--- src/wbc_pkg.sv ---
// Package for the word block cipher in CBC mode.
// Holds the shared types, constants and arithmetic helper functions.
// No dependencies.
`timescale 1ns / 1ps

package wbc_pkg;

   localparam int BLOCK_MAX_DEF  = 64;
   localparam int KEY_MAX_DEF    = 8;
   localparam int FOLD_COUNT_DEF = 8;

   localparam int WORD_W   = 32;
   localparam int CNT_W    = 7;
   localparam int KEY_W    = 4;
   localparam int KIDX_W   = 3;
   localparam int FOLD_W   = 5;
   localparam int TOTAL_W  = 13;
   localparam int CSR_IDX_W = 3;
   localparam int CSR_W    = 64;
   localparam int ROUNDS_CAP = 64;
   localparam int STEP_ROT = 7;
   localparam int FOLD_ROT = 7;

   localparam logic [CSR_IDX_W-1:0] REG_DECRYPT   = 3'd0;
   localparam logic [CSR_IDX_W-1:0] REG_BLOCK     = 3'd1;
   localparam logic [CSR_IDX_W-1:0] REG_KEY_WORDS = 3'd2;
   localparam logic [CSR_IDX_W-1:0] REG_ROUNDS    = 3'd3;
   localparam logic [CSR_IDX_W-1:0] REG_KEY_01    = 3'd4;
   localparam logic [CSR_IDX_W-1:0] REG_KEY_23    = 3'd5;
   localparam logic [CSR_IDX_W-1:0] REG_KEY_45    = 3'd6;
   localparam logic [CSR_IDX_W-1:0] REG_KEY_67    = 3'd7;

   typedef struct packed {
      logic                   decrypt_mode;
      logic [CNT_W-1:0]       block_words;
      logic [KEY_W-1:0]       key_words;
      logic [CNT_W-1:0]       rounds;
      logic [3:0][CSR_W-1:0]  key_pair;
   } cfg_type;

   typedef struct packed {
      logic [WORD_W-1:0] word;
      logic              start;
      logic [CNT_W-1:0]  slot;
      logic              last;
   } item_type;

   function automatic logic [WORD_W-1:0] qt(input logic [WORD_W-1:0] x);
      logic [WORD_W-1:0] a;
      logic [WORD_W-1:0] b;
      a = x + 32'd1;
      b = {x[WORD_W-2:0], 1'b0} + 32'd1;
      return a * b;
   endfunction

   function automatic logic [WORD_W-1:0] rotl(input logic [WORD_W-1:0] x, input int r);
      int s;
      s = r & 31;
      return (x << s) | (x >> ((32 - s) & 31));
   endfunction

   function automatic logic [CNT_W-1:0] clamp_count(input logic [CNT_W-1:0] v,
                                                    input logic [CNT_W-1:0] maxv);
      if (v == '0) return 7'd1;
      if (v > maxv) return maxv;
      return v;
   endfunction

   function automatic logic [CNT_W-1:0] fold_index(input logic [CNT_W-1:0] j2,
                                                   input logic [CNT_W-1:0] n);
      logic [CNT_W:0] twice;
      logic [CNT_W:0] back;
      twice = {j2, 1'b0};
      back  = {(n - j2), 1'b0} - 8'd1;
      if (twice <= {1'b0, n - 7'd1}) return twice[CNT_W-1:0];
      return back[CNT_W-1:0];
   endfunction

endpackage

--- src/wbc_queue.sv ---
// Two-entry queue between the front and back parts.
// Depends on wbc_pkg for the item type.
`timescale 1ns / 1ps

module wbc_queue (
   input  logic              clock,
   input  logic              reset,
   input  logic              push,
   input  wbc_pkg::item_type push_item,
   output logic              full,
   input  logic              pop,
   output logic              pop_valid,
   output wbc_pkg::item_type pop_item
);
   import wbc_pkg::*;

   item_type   entry_ff [2];
   logic       wr_ff;
   logic       rd_ff;
   logic [1:0] cnt_ff;

   assign full      = (cnt_ff == 2'd2);
   assign pop_valid = (cnt_ff != 2'd0);
   assign pop_item  = entry_ff[rd_ff];

   always_ff @(posedge clock) begin
      if (push) begin
         entry_ff[wr_ff] <= push_item;
      end
   end

   always_ff @(posedge clock) begin
      if (reset) begin
         wr_ff  <= 1'b0;
         rd_ff  <= 1'b0;
         cnt_ff <= 2'd0;
      end else begin
         if (push) wr_ff <= ~wr_ff;
         if (pop) rd_ff <= ~rd_ff;
         cnt_ff <= cnt_ff + {1'b0, push} - {1'b0, pop};
      end
   end
endmodule

--- config.mk ---
export PLATFORM = sky130hd
export DESIGN_NAME = wbc_queue
export DESIGN_NICKNAME = d
export VERILOG_FILES = /design/src/wbc_pkg.sv /design/src/wbc_queue.sv
export SDC_FILE = /design/constraint.sdc
export NUM_CORES = 1
export LEC_CHECK = 0
export BUFFER_PORTS_ARGS = -buffer_cell sky130_fd_sc_hd__buf_2
export CAP_MARGIN = 0
export CORE_MARGIN = 2
export CORE_UTILIZATION = 52
export DETAILED_ROUTE_END_ITERATION = 16
export GPL_ROUTABILITY_DRIVEN = 1
export PLACE_DENSITY = 0.86
export SETUP_SLACK_MARGIN = 0.15
export SLEW_MARGIN = 20
export SYNTH_ARGS = -nofsm -noshare
export SYNTH_HDL_FRONTEND = slang
export SYNTH_SLANG_ARGS = --single-unit
--- constraint.sdc ---
create_clock -name clock -period 3.5 [get_ports clock]
set_clock_uncertainty 0.15 [all_clocks]
set_input_delay 0.35 -clock clock [delete_from_list [all_inputs] [get_ports clock]]
set_output_delay 0.35 -clock clock [all_outputs]
set_load 0.005 [all_outputs]
==> impl_summary.md <==
Cells and area
Summing all multi-input logic gate instances after layout gives 732.0 µm². The leading cell type in the layout, fill and taps excluded is sky130_fd_sc_hd__buf_2. Across the whole layout, storage elements account for 0.002564 mm². The layout-stage area growth over the synthesis result is 20.18%.

With fillers left out, the area of the finished cells amounts to 0.004068 mm². In the final layout, the share of cells above drive strength 1 is 60.24%. The count of inserted antenna diode cells is 0. The total number of nets in the final design is 291. After filler insertion, the fill cell instance count of the layout stands at 472. Leaving out fill and tap cells, the most frequent cells in the layout are sky130_fd_sc_hd__buf_2, sky130_fd_sc_hd__edfxtp_1, sky130_fd_sc_hd__mux2_4.

Placement
At the end of routability-driven placement, the weighted congestion stood at 0.6438. The placed cell area is 0.003862 mm². The number of port buffers is 87.

The placed wire-length estimate is 3.540 mm.

CTS
For the worst-skew pair, the clock arrives at the later sink with an insertion delay of 350 ps. The H-tree was split into 3 levels. In this run, post-CTS repair resized a total of 0 instances. Counting along the longest clock path gives a buffer depth of 2.

The clock-pin slew reported for the worst setup and hold paths after clock tree synthesis is 90 ps. The TritonCTS buffer count is 9. The total of hold buffers inserted after clock tree synthesis is 0. The clock tree root buffer cell is sky130_fd_sc_hd__clkbuf_8. The TritonCTS clock tree is yes. The number of setup buffers added after CTS is 0. Counting every sink on the clock net gives 87.

Worst setup path
The kind of end point of the critical path is an output port. In this run the worst path has a maximum fanout of 21. Measured in cells, the most critical reg-to-reg path has a length of 1. The critical setup path kind is reg2out.

For the worst setup path, the data required time is 3000 ps. The category of the worst setup path launch point is a register. Data on the critical path arrives at its endpoint at 1910 ps.

GRT
The first global-routing pass estimated 7.603 mm of wire. The initial antenna violation count is 0. Global routing used 14.50% of the available tracks. After global routing the overflow that remains totals 0.

The number of global-route vias before repair was 1616. Entering global routing, the biggest net connects 42 pins.

Outcome
The run finished with clean final reports.

Timing
Subtracting the final worst setup slack from the clock period gives 2410 ps. For the pin with the worst max-slew slack, the measured transition is 993.1 ps. The max-slew violation total from the final report came to 0. The worst-case hold slack is 34.46 ps. Setup violations remaining at the end of the flow were counted as 0. Setup repair after global routing left no endpoint under its margin. For the final routed database, the setup TNS stands at 0 ps. The normalized max-slew margin is 33.80%. The highest achievable clock rate is 414.9 MHz. The final critical path takes up 68.86% of the cycle. The number of hold violations in the final report is 0.

Synthesis
During synthesis, Yosys emitted a total of 0 warnings. The count of mapped cells out of synthesis is 149. The number of storage elements in the synthesis netlist is 87. The total nets after synthesis is 196. Each instance of the synthesized netlist takes up on average 22.71 µm². The library cell occupying the most area in the post-synthesis netlist is sky130_fd_sc_hd__edfxtp_1.

Counting distinct cell types in the post-synthesis netlist gives 14. The area of the mapped netlist is 0.003384 mm². The top cell type's share of synthesized area is 72.75%. Sequential cells were found to cover 75.71% of the synthesized design area.

In the post-synthesis netlist, the biggest area contributors are sky130_fd_sc_hd__edfxtp_1, sky130_fd_sc_hd__mux2_4, sky130_fd_sc_hd__dfxtp_1.

Routing
For this block, the initial DRC count from the detailed router was 64. The remaining antenna violation count is 0. The count of unresolved DRC violations after routing is 0. In the final routed layout, each cell accounts on average for 15.77 µm. The wire length reported by the detailed router is 5.142 mm. The routed layout has 1599 vias. The post-detailed-route via-to-cell ratio is 4.905. The detailed-router iteration count before antenna repair is 3.

Floorplan
The total area inside the core boundary comes to 0.006314 mm². 88 I/O pins were placed. The floorplan step defined a die boundary enclosing 0.007170 mm². The initialized floorplan defines 29 standard-cell rows. The initial utilization of the core area, before any placement, comes to 53.61%. The die height is 84.68 µm. The die span in x is 84.68 µm.

Power
The leakage power figure is 0.001639 µW. The total power is 2209 µW. The highest ir drop seen on vdd is 0.3234 mV. The areal power density over the cells is 543.1 mW/mm².

Min path
Counting instances, the worst hold path has a depth of 1. The class of the tightest hold or removal check is in2reg.

Job
Max-cap violations in this run came to 0.
stage by stage:
| step | setup slack (ps) | cells | util, % |
|---|---|---|---|
| after floorplan | 723.7 | 149 | - |
| after global placement | 1455 | 310 | 61.18 |
| after detailed placement | 1431 | 310 | 61.18 |
| after CTS | 1036 | 326 | 64.43 |
| after global routing | 993.5 | 326 | 64.43 |
| final | 1090 | 326 | 64.43 |
registers in the layout, summed over array words and instances (netlist names), named ones only:
name / flops
entry_ff: 82
wr_ff: 1
rd_ff: 1
cnt_ff: 2
routing by layer:
| layer | part of all wire (%) | wire [µm] | up-vias | GRT usage (%) |
|---|---|---|---|---|
| li1 | - | - | 767 | - |
| met5 | 0 | 0 | - | 0 |
| met3 | 6.1 | 312 | 14 | 5.408 |
| met4 | 2.5 | 126 | 0 | 7.359 |
| met2 | 51 | 2629 | 59 | 24.27 |
| met1 | 40 | 2073 | 759 | 16.28 |
worst paths after layout:
kind                 start              end  slack [ps]
max reg2reg          wr_ff  entry_ff[1][36]        1710
min reg2reg          rd_ff         register         380
max               register     pop_item[40]        1090
min          push_item[18]  entry_ff[1][18]          30
synth_stat cells, drive strengths merged:
master and n:
ha 2, mux2 41, xnor2 2, dfxtp 5, edfxtp 82, nor2b 3, nor2 4, inv 2
or2 1, buf 5, xnor3 1, and2 1
critical path: stages (launching register included):
cell,delay [ps]
sky130_fd_sc_hd__dfxtp_2,800
sky130_fd_sc_hd__buf_12,280
sky130_fd_sc_hd__mux2_2,340
sky130_fd_sc_hd__buf_2,120
report_power, final:
part           leakage (µW)  switching (µW)  internal [µW]
Combinational      0.000728             106            164
Sequential         0.000812            33.1           1210
Clock             0.0000989             342            351
cells by family after synthesis:
family / Yosys count / synth area share (%)
flops: 87 / 75.71
mux: 41 / 18.08
simple gates: 9 / 1.368
buf+inv: 7 / 2.921
xor+xnor: 3 / 1.183
fa+ha+maj: 2 / 0.7393
final cells by class:
| cell class | count | share of cell area (%) |
|---|---|---|
| multi-input cells | 55 | 17.99 |
| clock inverters | 6 | 1.661 |
| clock buffers | 10 | 3.384 |
| repair buffers | 89 | 11.38 |
| flip-flops and latches | 87 | 63.03 |
| inverters | 2 | 0.1846 |
| well taps | 77 | 2.369 |
Note: power is estimated with default switching activity, not from simulation.
