==> src/wbc_pkg.sv <==
// Package for the word block cipher in CBC mode.
// Holds the shared types, constants and arithmetic helper functions.
// No dependencies.
`timescale 1ns / 1ps

package wbc_pkg;

   localparam int BLOCK_MAX_DEF  = 64;
   localparam int KEY_MAX_DEF    = 8;
   localparam int FOLD_COUNT_DEF = 8;

   localparam int WORD_W   = 32;
   localparam int CNT_W    = 7;
   localparam int KEY_W    = 4;
   localparam int KIDX_W   = 3;
   localparam int FOLD_W   = 5;
   localparam int TOTAL_W  = 13;
   localparam int CSR_IDX_W = 3;
   localparam int CSR_W    = 64;
   localparam int ROUNDS_CAP = 64;
   localparam int STEP_ROT = 7;
   localparam int FOLD_ROT = 7;

   localparam logic [CSR_IDX_W-1:0] REG_DECRYPT   = 3'd0;
   localparam logic [CSR_IDX_W-1:0] REG_BLOCK     = 3'd1;
   localparam logic [CSR_IDX_W-1:0] REG_KEY_WORDS = 3'd2;
   localparam logic [CSR_IDX_W-1:0] REG_ROUNDS    = 3'd3;
   localparam logic [CSR_IDX_W-1:0] REG_KEY_01    = 3'd4;
   localparam logic [CSR_IDX_W-1:0] REG_KEY_23    = 3'd5;
   localparam logic [CSR_IDX_W-1:0] REG_KEY_45    = 3'd6;
   localparam logic [CSR_IDX_W-1:0] REG_KEY_67    = 3'd7;

   typedef struct packed {
      logic                   decrypt_mode;
      logic [CNT_W-1:0]       block_words;
      logic [KEY_W-1:0]       key_words;
      logic [CNT_W-1:0]       rounds;
      logic [3:0][CSR_W-1:0]  key_pair;
   } cfg_type;

   typedef struct packed {
      logic [WORD_W-1:0] word;
      logic              start;
      logic [CNT_W-1:0]  slot;
      logic              last;
   } item_type;

   function automatic logic [WORD_W-1:0] qt(input logic [WORD_W-1:0] x);
      logic [WORD_W-1:0] a;
      logic [WORD_W-1:0] b;
      a = x + 32'd1;
      b = {x[WORD_W-2:0], 1'b0} + 32'd1;
      return a * b;
   endfunction

   function automatic logic [WORD_W-1:0] rotl(input logic [WORD_W-1:0] x, input int r);
      int s;
      s = r & 31;
      return (x << s) | (x >> ((32 - s) & 31));
   endfunction

   function automatic logic [CNT_W-1:0] clamp_count(input logic [CNT_W-1:0] v,
                                                    input logic [CNT_W-1:0] maxv);
      if (v == '0) return 7'd1;
      if (v > maxv) return maxv;
      return v;
   endfunction

   function automatic logic [CNT_W-1:0] fold_index(input logic [CNT_W-1:0] j2,
                                                   input logic [CNT_W-1:0] n);
      logic [CNT_W:0] twice;
      logic [CNT_W:0] back;
      twice = {j2, 1'b0};
      back  = {(n - j2), 1'b0} - 8'd1;
      if (twice <= {1'b0, n - 7'd1}) return twice[CNT_W-1:0];
      return back[CNT_W-1:0];
   endfunction

endpackage

==> src/wbc_ifc.sv <==
// Valid/ready channel interfaces for the word block cipher.
// Request carries input words, response carries result words; no dependencies.
`timescale 1ns / 1ps

interface wbc_req_if;
   logic        valid;
   logic        ready;
   logic [31:0] data_word;
   logic        message_start;
   modport source (output valid, data_word, message_start, input ready);
   modport sink (input valid, data_word, message_start, output ready);
endinterface


==> src/wbc_front.sv <==
// Front part: accepts input words and tags each with its block slot and end flag.
// Depends on wbc_pkg and the request interface.
`timescale 1ns / 1ps

module wbc_front #(
   parameter int BLOCK_MAX = wbc_pkg::BLOCK_MAX_DEF
) (
   input  logic              clock,
   input  logic              reset,
   wbc_req_if.sink           req_chan,
   input  wbc_pkg::cfg_type  cfg,
   input  logic              q_full,
   output logic              push,
   output wbc_pkg::item_type push_item
);
   import wbc_pkg::*;

   logic [CNT_W-1:0] count_ff;
   logic [CNT_W-1:0] bw;
   logic [CNT_W-1:0] slot;
   logic [CNT_W-1:0] nxt;
   logic             last;

   assign bw   = clamp_count(cfg.block_words, CNT_W'(BLOCK_MAX));
   assign slot = req_chan.message_start ? '0 : count_ff;
   assign nxt  = slot + 7'd1;
   assign last = (nxt >= bw);

   assign req_chan.ready = !q_full;
   assign push = req_chan.valid && !q_full;
   assign push_item.word  = req_chan.data_word;
   assign push_item.start = req_chan.message_start;
   assign push_item.slot  = slot;
   assign push_item.last  = last;

   always_ff @(posedge clock) begin
      if (reset) begin
         count_ff <= '0;
      end else if (push) begin
         count_ff <= last ? '0 : nxt;
      end
   end
endmodule

==> src/flat_wrapper.sv <==
// flat-port wrapper written by rule: the top's interface ports become plain ports
module wbc_front_flat import wbc_pkg::*;
#(
   parameter int BLOCK_MAX = wbc_pkg::BLOCK_MAX_DEF
)
  (clock, reset, cfg, q_full, push, push_item, req_chan_valid, req_chan_data_word, req_chan_message_start, req_chan_ready);
  wbc_req_if req_chan_i ();
  input  logic clock;
  input  logic reset;
  input  wbc_pkg::cfg_type cfg;
  input  logic q_full;
  output logic push;
  output wbc_pkg::item_type push_item;
  input wire logic [$bits(req_chan_i.valid)-1:0] req_chan_valid;
  input wire logic [$bits(req_chan_i.data_word)-1:0] req_chan_data_word;
  input wire logic [$bits(req_chan_i.message_start)-1:0] req_chan_message_start;
  output wire logic [$bits(req_chan_i.ready)-1:0] req_chan_ready;
  assign req_chan_i.valid = req_chan_valid;
  assign req_chan_i.data_word = req_chan_data_word;
  assign req_chan_i.message_start = req_chan_message_start;
  assign req_chan_ready = req_chan_i.ready;
  wbc_front #(.BLOCK_MAX(BLOCK_MAX)) u_core (.clock(clock), .reset(reset), .req_chan(req_chan_i), .cfg(cfg), .q_full(q_full), .push(push), .push_item(push_item));
endmodule
==> config.mk <==
export PLATFORM = sky130hd
export DESIGN_NAME = wbc_front_flat
export DESIGN_NICKNAME = d
export VERILOG_FILES = /design/src/wbc_pkg.sv /design/src/wbc_ifc.sv /design/src/wbc_front.sv /design/src/flat_wrapper.sv
export SDC_FILE = /design/constraint.sdc
export NUM_CORES = 1
export LEC_CHECK = 0
export ABC_AREA = 1
export BUFFER_PORTS_ARGS = -buffer_cell sky130_fd_sc_hd__buf_2
export CORE_AREA = 2 2 138 140
export DETAILED_ROUTE_END_ITERATION = 6
export DIE_AREA = 0 0 140 142
export PLACE_DENSITY = 0.44
export SLEW_MARGIN = 10
export SYNTH_ARGS = -nofsm -noshare
export SYNTH_HDL_FRONTEND = slang
export SYNTH_SLANG_ARGS = --single-unit
==> constraint.sdc <==
create_clock -name clock -period 5.3 [get_ports clock]
set_clock_uncertainty 0.05 [all_clocks]
set_input_delay 0 -clock clock [delete_from_list [all_inputs] [get_ports clock]]
set_output_delay 0 -clock clock [all_outputs]
set_load 0.05 [all_outputs]
==> impl_metrics.tcl, run 1 <==
set metrics [dict create \
    yosysSeqAreaShare_pct 14.9 \
    io_pins 355 \
    syn_area_per_cell_um2 6.66 \
    cts-htree-levels 1 \
    swShare_pct 39.8 \
    maxSlewViolCount 0 \
    synth_cell_type_count 20 \
    ant_nets 0 \
    combPwrFrac_pct 41.0 \
    placed_cell_area_um2 1080 \
    synth-edff-count 0 \
    grt_pass1_vias 759 \
    area_growth_pct 57.7 \
    ff2ff_setup_slack_ns 2.77 \
    fin_ws_ns 2.50 \
    synth_top_area_share_pct 27.2 \
    core_um2 18500 \
    crit_type "register to output port" \
    clkLatencyLatePin_ns 0.23 \
    holdPathStages 4 \
    cp-start-kind "register" \
    start_util_pct 5.09 \
    synth_commonest_cells "buf_4 (34), nand2_1 (34), inv_1 (15)" \
    dp_slack_ns 2.72 \
    cp-endpoint "push_item[0]" \
    leakagePower_nw 0.641 \
    largest_register_ffs 7 \
    cts.clk_slew.worst_paths_ns 0.04 \
    worst-r2r-cell-count 16 \
    p_seq_share_pct 18.6 \
    crit_path_end_kind "output port" \
    intPower_uw 191 \
    drive_gt1_share_pct 21.3 \
    hold_violations 0 \
    cts_resized 0 \
    finalNetCount 485 \
    syn_nets 461 \
    antennaDiodeCount 0 \
    numPortBuffers 22 \
    synth_area_um2 940 \
    rows 50 \
    drcViolationCount 0 \
    drtPass1Iterations 4 \
    status "completed" \
    rsz0062_at_grt "false" \
    power.total_uw 317 \
    antenna_found_initial 0 \
    synth_area_leaders "buf_4 (27%), dfxtp_1 (15%), nand2_1 (14%)" \
    hold_class "primary input to register" \
    place.gp.congestion 0.711 \
    fp.dieH_um 142 \
    synth_cells 141 \
    reg_top3 "u_core.count_ff (7)" \
    fin_crit_sh_pct 52.8 \
    power.switching_uw 126 \
    max_slew.worst_pin.slew_ns 0.910 \
    relSlewSlack_pct 39.1 \
    vias 897 \
    cts_max_path_buffers 2 \
    worstPathArrival_ns 2.75 \
    cts.sinks 7 \
    hpwl_um 2010 \
    via_per_inst 2.25 \
    utilization_pct 8.03 \
    fill_cells 2130 \
    wirelength_um 2670 \
    grt_overflow 0 \
    crit_required_ns 5.25 \
    synth_warnings 0 \
    cp_max_fo 8 \
    max-cap-violations 0 \
    synthFlopType "dfxtp_1" \
    power.density_nw_per_um2 214 \
    cts_tree "built" \
    drtIter0Drc 26 \
    grt_first_pass_wirelength_um 3860 \
    fin_area_um2 1480 \
    grt_max_degree 16 \
    crit-reg2reg-launch "u_core.count_ff[1]$_SDFFE_PP0P_" \
    die_x_um 140 \
    period_needed_ns 2.80 \
    die_area_um2 19900 \
    final-setup-viol-count 0 \
    setup_tns_ns 0 \
    grtUsageTotal_pct 2.48 \
    ir_worst_vdd_uv 144 \
    cts_root_buf "clkbuf_16" \
    max_freq_mhz 358 \
    holdWs_ns 0.0849 \
    fin_cells 398 \
    yosysTopAreaCell "buf_4" \
    largest-register "u_core.count_ff" \
    startpoint "u_core.count_ff[1]$_SDFFE_PP0P_" \
    ys_ff_latch 7 \
    clkPwrFrac_pct 40.4 \
    reg2reg_to "u_core.count_ff[2]$_SDFFE_PP0P_" \
    async_flop_share_pct 0 \
    wl_per_cell_um 6.72 \
    dp.cells 362 \
    numCtsBuffers 3 \
]
[power groups by stage]
stage / logic [mW] / clock network (mW) / registers (mW)
after floorplan: 0.113 / 0 / 0.0591
after global placement: 0.0659 / 0 / 0.0598
after detailed placement: 0.0653 / 0 / 0.0597
after CTS: 0.132 / 0.131 / 0.0589
after global routing: 0.139 / 0.135 / 0.0593
final: 0.130 / 0.128 / 0.0589
[worst min-delay path by stage]
stage | startpoint | endpoint | slack [ns]
floorplan | req_chan_message_start | push_item[5] | 0.07
global placement | req_chan_data_word[2] | push_item[11] | -0.05
detailed placement | req_chan_data_word[2] | push_item[11] | -0.05
CTS | reset | u_core.count_ff[1]$_SDFFE_PP0P_ | 0.09
global route | reset | u_core.count_ff[2]$_SDFFE_PP0P_ | 0.12
finish | reset | u_core.count_ff[1]$_SDFFE_PP0P_ | 0.08
[final cells by class]
cell class              instances  area (um2)  area share [%]
flip-flops and latches          7         140            9.46
clock buffers                   4        78.8            5.32
multi-input cells              82         475            32.1
well taps                     234         293            19.8
inverters                      17        63.8            4.31
repair buffers                 54         430            29.1
[per-layer routing]
| layer | up-vias | global-route usage, % | part of all wire (%) |
|---|---|---|---|
| met1 | 375 | 3.16 | 44 |
| met2 | 62 | 4.23 | 48 |
| met4 | 0 | 0.638 | 0.26 |
| li1 | 458 | - | - |
| met5 | - | 0 | 0 |
| met3 | 2 | 0.572 | 8.1 |
[logic make-up (layout without fill, tap and decap cells)]
logic type	count (synthesis)	count (layout)	synth area share [%]
buffers and inverters	52	75	34.5
xor gates and xnor gates	2	2	2.66
and+or+nand+nor	54	54	26.9
adders and majority gates	8	8	10.7
AOI/OAI and AO/OA	18	18	10.4
DFF	7	7	14.9
[cells in the final DEF (no fill, tap or decap)]
cell type      instances
xor2_2                 1
nor3_4                 1
inv_1                 15
buf_2                 22
a21oi_2                2
a21oi_1                8
clkbuf_1               1
xnor2_1                1
nor2_1                 8
dfxtp_1                7
dlygate4sd3_1         32
nor2_2                 1
inv_2                  2
nand3_1                4
nand2_4                1
nor4_1                 1
nand4_1                2
ha_1                   8
nand2_1               34
nor2_4                 2
o21ai_0                8
clkbuf_16              3
[critical path: stages (launching register included)]
cell and delay (ns):
dfxtp_1 0.34, inv_1 0.05, nor2_1 0.15, ha_1 0.21
nand2_1 0.10, nor3_4 0.20, nand2_1 0.07, nand2_1 0.06
nand2_1 0.07, ha_1 0.33, nand2_1 0.10, inv_1 0.04
a21oi_1 0.15, nand2_1 0.11, nor2_4 0.22, inv_1 0.10
buf_2 0.22
[timing repair]
action / 4_1_cts / 5_1_grt
buffers inserted: 0 / 0
hold buffers: 32 / 0
hold endpoints to repair: 32 / 0
Power figures use the tool's default switching activity.
==> run 2, diff against run 1 <==
--- a/config.mk
+++ b/config.mk
@@ -10,7 +10,7 @@
 export CORE_AREA = 2 2 138 140
 export DETAILED_ROUTE_END_ITERATION = 6
 export DIE_AREA = 0 0 140 142
-export PLACE_DENSITY = 0.44
+export PLACE_DENSITY = 0.45
 export SLEW_MARGIN = 10
 export SYNTH_ARGS = -nofsm -noshare
 export SYNTH_HDL_FRONTEND = slang
==> constraint.sdc (replaced) <==
create_clock -name clock -period 2.3 [get_ports clock]
set_clock_uncertainty 0.05 [all_clocks]
set_input_delay 0 -clock clock [delete_from_list [all_inputs] [get_ports clock]]
set_output_delay 0 -clock clock [all_outputs]
set_load 0.05 [all_outputs]
==> run 2 against run 1 <==
First-iteration DRC count is 85% higher. Die area did not move. Combinational power grew to 2.7 times the previous value. Final area increased by 15%. Critical path depth shrank 3. Register-to-register slack got worse by 2.7 ns. Sequential power is 130% higher. Core utilization up 1.2 points. Routed wire length increased by 11%. Final cell count grew 4.0%. Largest cell class unchanged.
==> impl_metrics.tcl, run 2 (synthesis gave the netlist of run 1 again) <==
set metrics [dict create \
    dp.cells 374 \
    grtUsageTotal_pct 2.92 \
    grt_max_degree 16 \
    cts.clk_slew.worst_paths_ns 0.04 \
    fin_area_um2 1710 \
    die_x_um 140 \
    grt_overflow 0 \
    area_growth_pct 81.9 \
    via_per_inst 2.32 \
    die_area_um2 19900 \
    ir_worst_vdd_uv 183 \
    io_pins 355 \
    worstPathArrival_ns 2.24 \
    cts.sinks 7 \
    cts_max_path_buffers 2 \
    max_freq_mhz 436 \
    crit_path_end_kind "output port" \
    hold_class "primary input to register" \
    dp_slack_ns -0.0741 \
    wl_per_cell_um 7.15 \
    crit_type "register to output port" \
    drtIter0Drc 48 \
    maxSlewViolCount 0 \
    drive_gt1_share_pct 39.4 \
    cp-start-kind "register" \
    leakagePower_nw 0.744 \
    antennaDiodeCount 0 \
    final-setup-viol-count 0 \
    drcViolationCount 0 \
    final_cell_mix "dlygate4sd3_1 (32), nand2_1 (27), buf_2 (21)" \
    rows 50 \
    crit_required_ns 2.25 \
    holdWs_ns 0.0984 \
    cp_max_fo 3 \
    hpwl_um 2220 \
    placed_cell_area_um2 1220 \
    core_um2 18500 \
    rsz0062_at_grt "true" \
    reg_top3 "u_core.count_ff (7)" \
    finalNetCount 501 \
    place.gp.congestion 0.668 \
    grt_pass1_vias 853 \
    cts_tree "built" \
    final_common_cell "dlygate4sd3_1" \
    fin_ws_ns 0.00700 \
    cts_root_buf "clkbuf_16" \
    fin_crit_sh_pct 99.7 \
    start_util_pct 5.09 \
    cts-htree-levels 1 \
    status "completed" \
    relSlewSlack_pct 66.3 \
    power.total_uw 792 \
    period_needed_ns 2.29 \
    antenna_found_initial 0 \
    clkLatencyLatePin_ns 0.24 \
    vias 962 \
    fp.dieH_um 142 \
    max-cap-violations 0 \
    numCtsBuffers 3 \
    drtPass1Iterations 3 \
    grt_first_pass_wirelength_um 4420 \
    max_slew.worst_pin.slew_ns 0.504 \
    ant_nets 0 \
    power.density_nw_per_um2 464 \
    hold_violations 0 \
    largest_register_ffs 7 \
    wirelength_um 2960 \
    numPortBuffers 22 \
    fin_cells 414 \
    largest-register "u_core.count_ff" \
]
==> run 2: cell count changes in the layout (fill, tap and decap cells not counted), moves of 2 or more <==
| cell | previous run | this run |
|---|---|---|
| buf_4 | 0 | 15 |
| nand2_1 | 34 | 27 |
| a21oi_1 | 8 | 3 |
| a21oi_2 | 2 | 7 |
| nand2_2 | 0 | 4 |
| nand2_4 | 1 | 4 |
| buf_6 | 0 | 2 |
| dfxtp_1 | 7 | 5 |
| dfxtp_2 | 0 | 2 |
| ha_1 | 8 | 6 |
| ha_4 | 0 | 2 |
| inv_1 | 15 | 13 |
==> run 2: critical path: stages (launching register included) <==
cell and delay, ns:
dfxtp_2 0.31, nand2_2 0.09, clkinvlp_4 0.10, ha_4 0.17, buf_4 0.13, xnor2_2 0.24
ha_1 0.30, a21oi_1 0.16, nand2_1 0.06, nand2_1 0.07, nand2_2 0.06, nor2_4 0.09
inv_1 0.06, buf_6 0.15
==> run 2: metal layers <==
| metal | GRT usage (%) | wire length (um) | up-vias |
|---|---|---|---|
| met5 | 0 | 0 | - |
| met4 | 1.59 | 56 | 0 |
| met3 | 0.942 | 249 | 4 |
| met2 | 4.59 | 1390 | 55 |
| met1 | 3.54 | 1260 | 416 |
| li1 | - | - | 487 |
==> run 2: cell type report <==
type	count	area, um2
Multi-Input combinational cell	82	567
Fill cell	2140	16700
Tap cell	234	293
Clock buffer	4	78.8
Timing Repair Buffer	70	561
Inverter	17	67.6
Sequential cell	7	143
==> run 2: repair_timing <==
action	4_1_cts	5_1_grt
hold endpoints to repair	32	0
pin swaps	5	2
setup endpoints to repair	8	8
gates cloned	0	0
buffers inserted	2	2
hold buffers	32	0
gates resized for setup	4	13
==> run 2: per-stage QoR <==
stage               TNS [ns]  utilization, %
floorplan             -0.449               -
global placement     -0.0194            6.60
detailed placement    -0.520            6.60
CTS                        0            8.91
global route          -0.973            9.26
finish                     0            9.26
==> run 2: final timing paths <==
check        slack (ns)  depth (start not counted)                            start                         endpoint
min                 0.1                          4                            reset  u_core.count_ff[1]$_SDFFE_PP0P_
max reg2reg        0.04                         14  u_core.count_ff[0]$_SDFFE_PP0P_  u_core.count_ff[0]$_SDFFE_PP0P_
max               0.007                         13  u_core.count_ff[0]$_SDFFE_PP0P_                     push_item[0]
min reg2reg        0.51                          2  u_core.count_ff[4]$_SDFFE_PP0P_  u_core.count_ff[4]$_SDFFE_PP0P_
==> run 2: power by group <==
group	switching, mW	internal (mW)
Clock	0.0747	0.231
Combinational	0.238	0.111
Sequential	0.00651	0.130
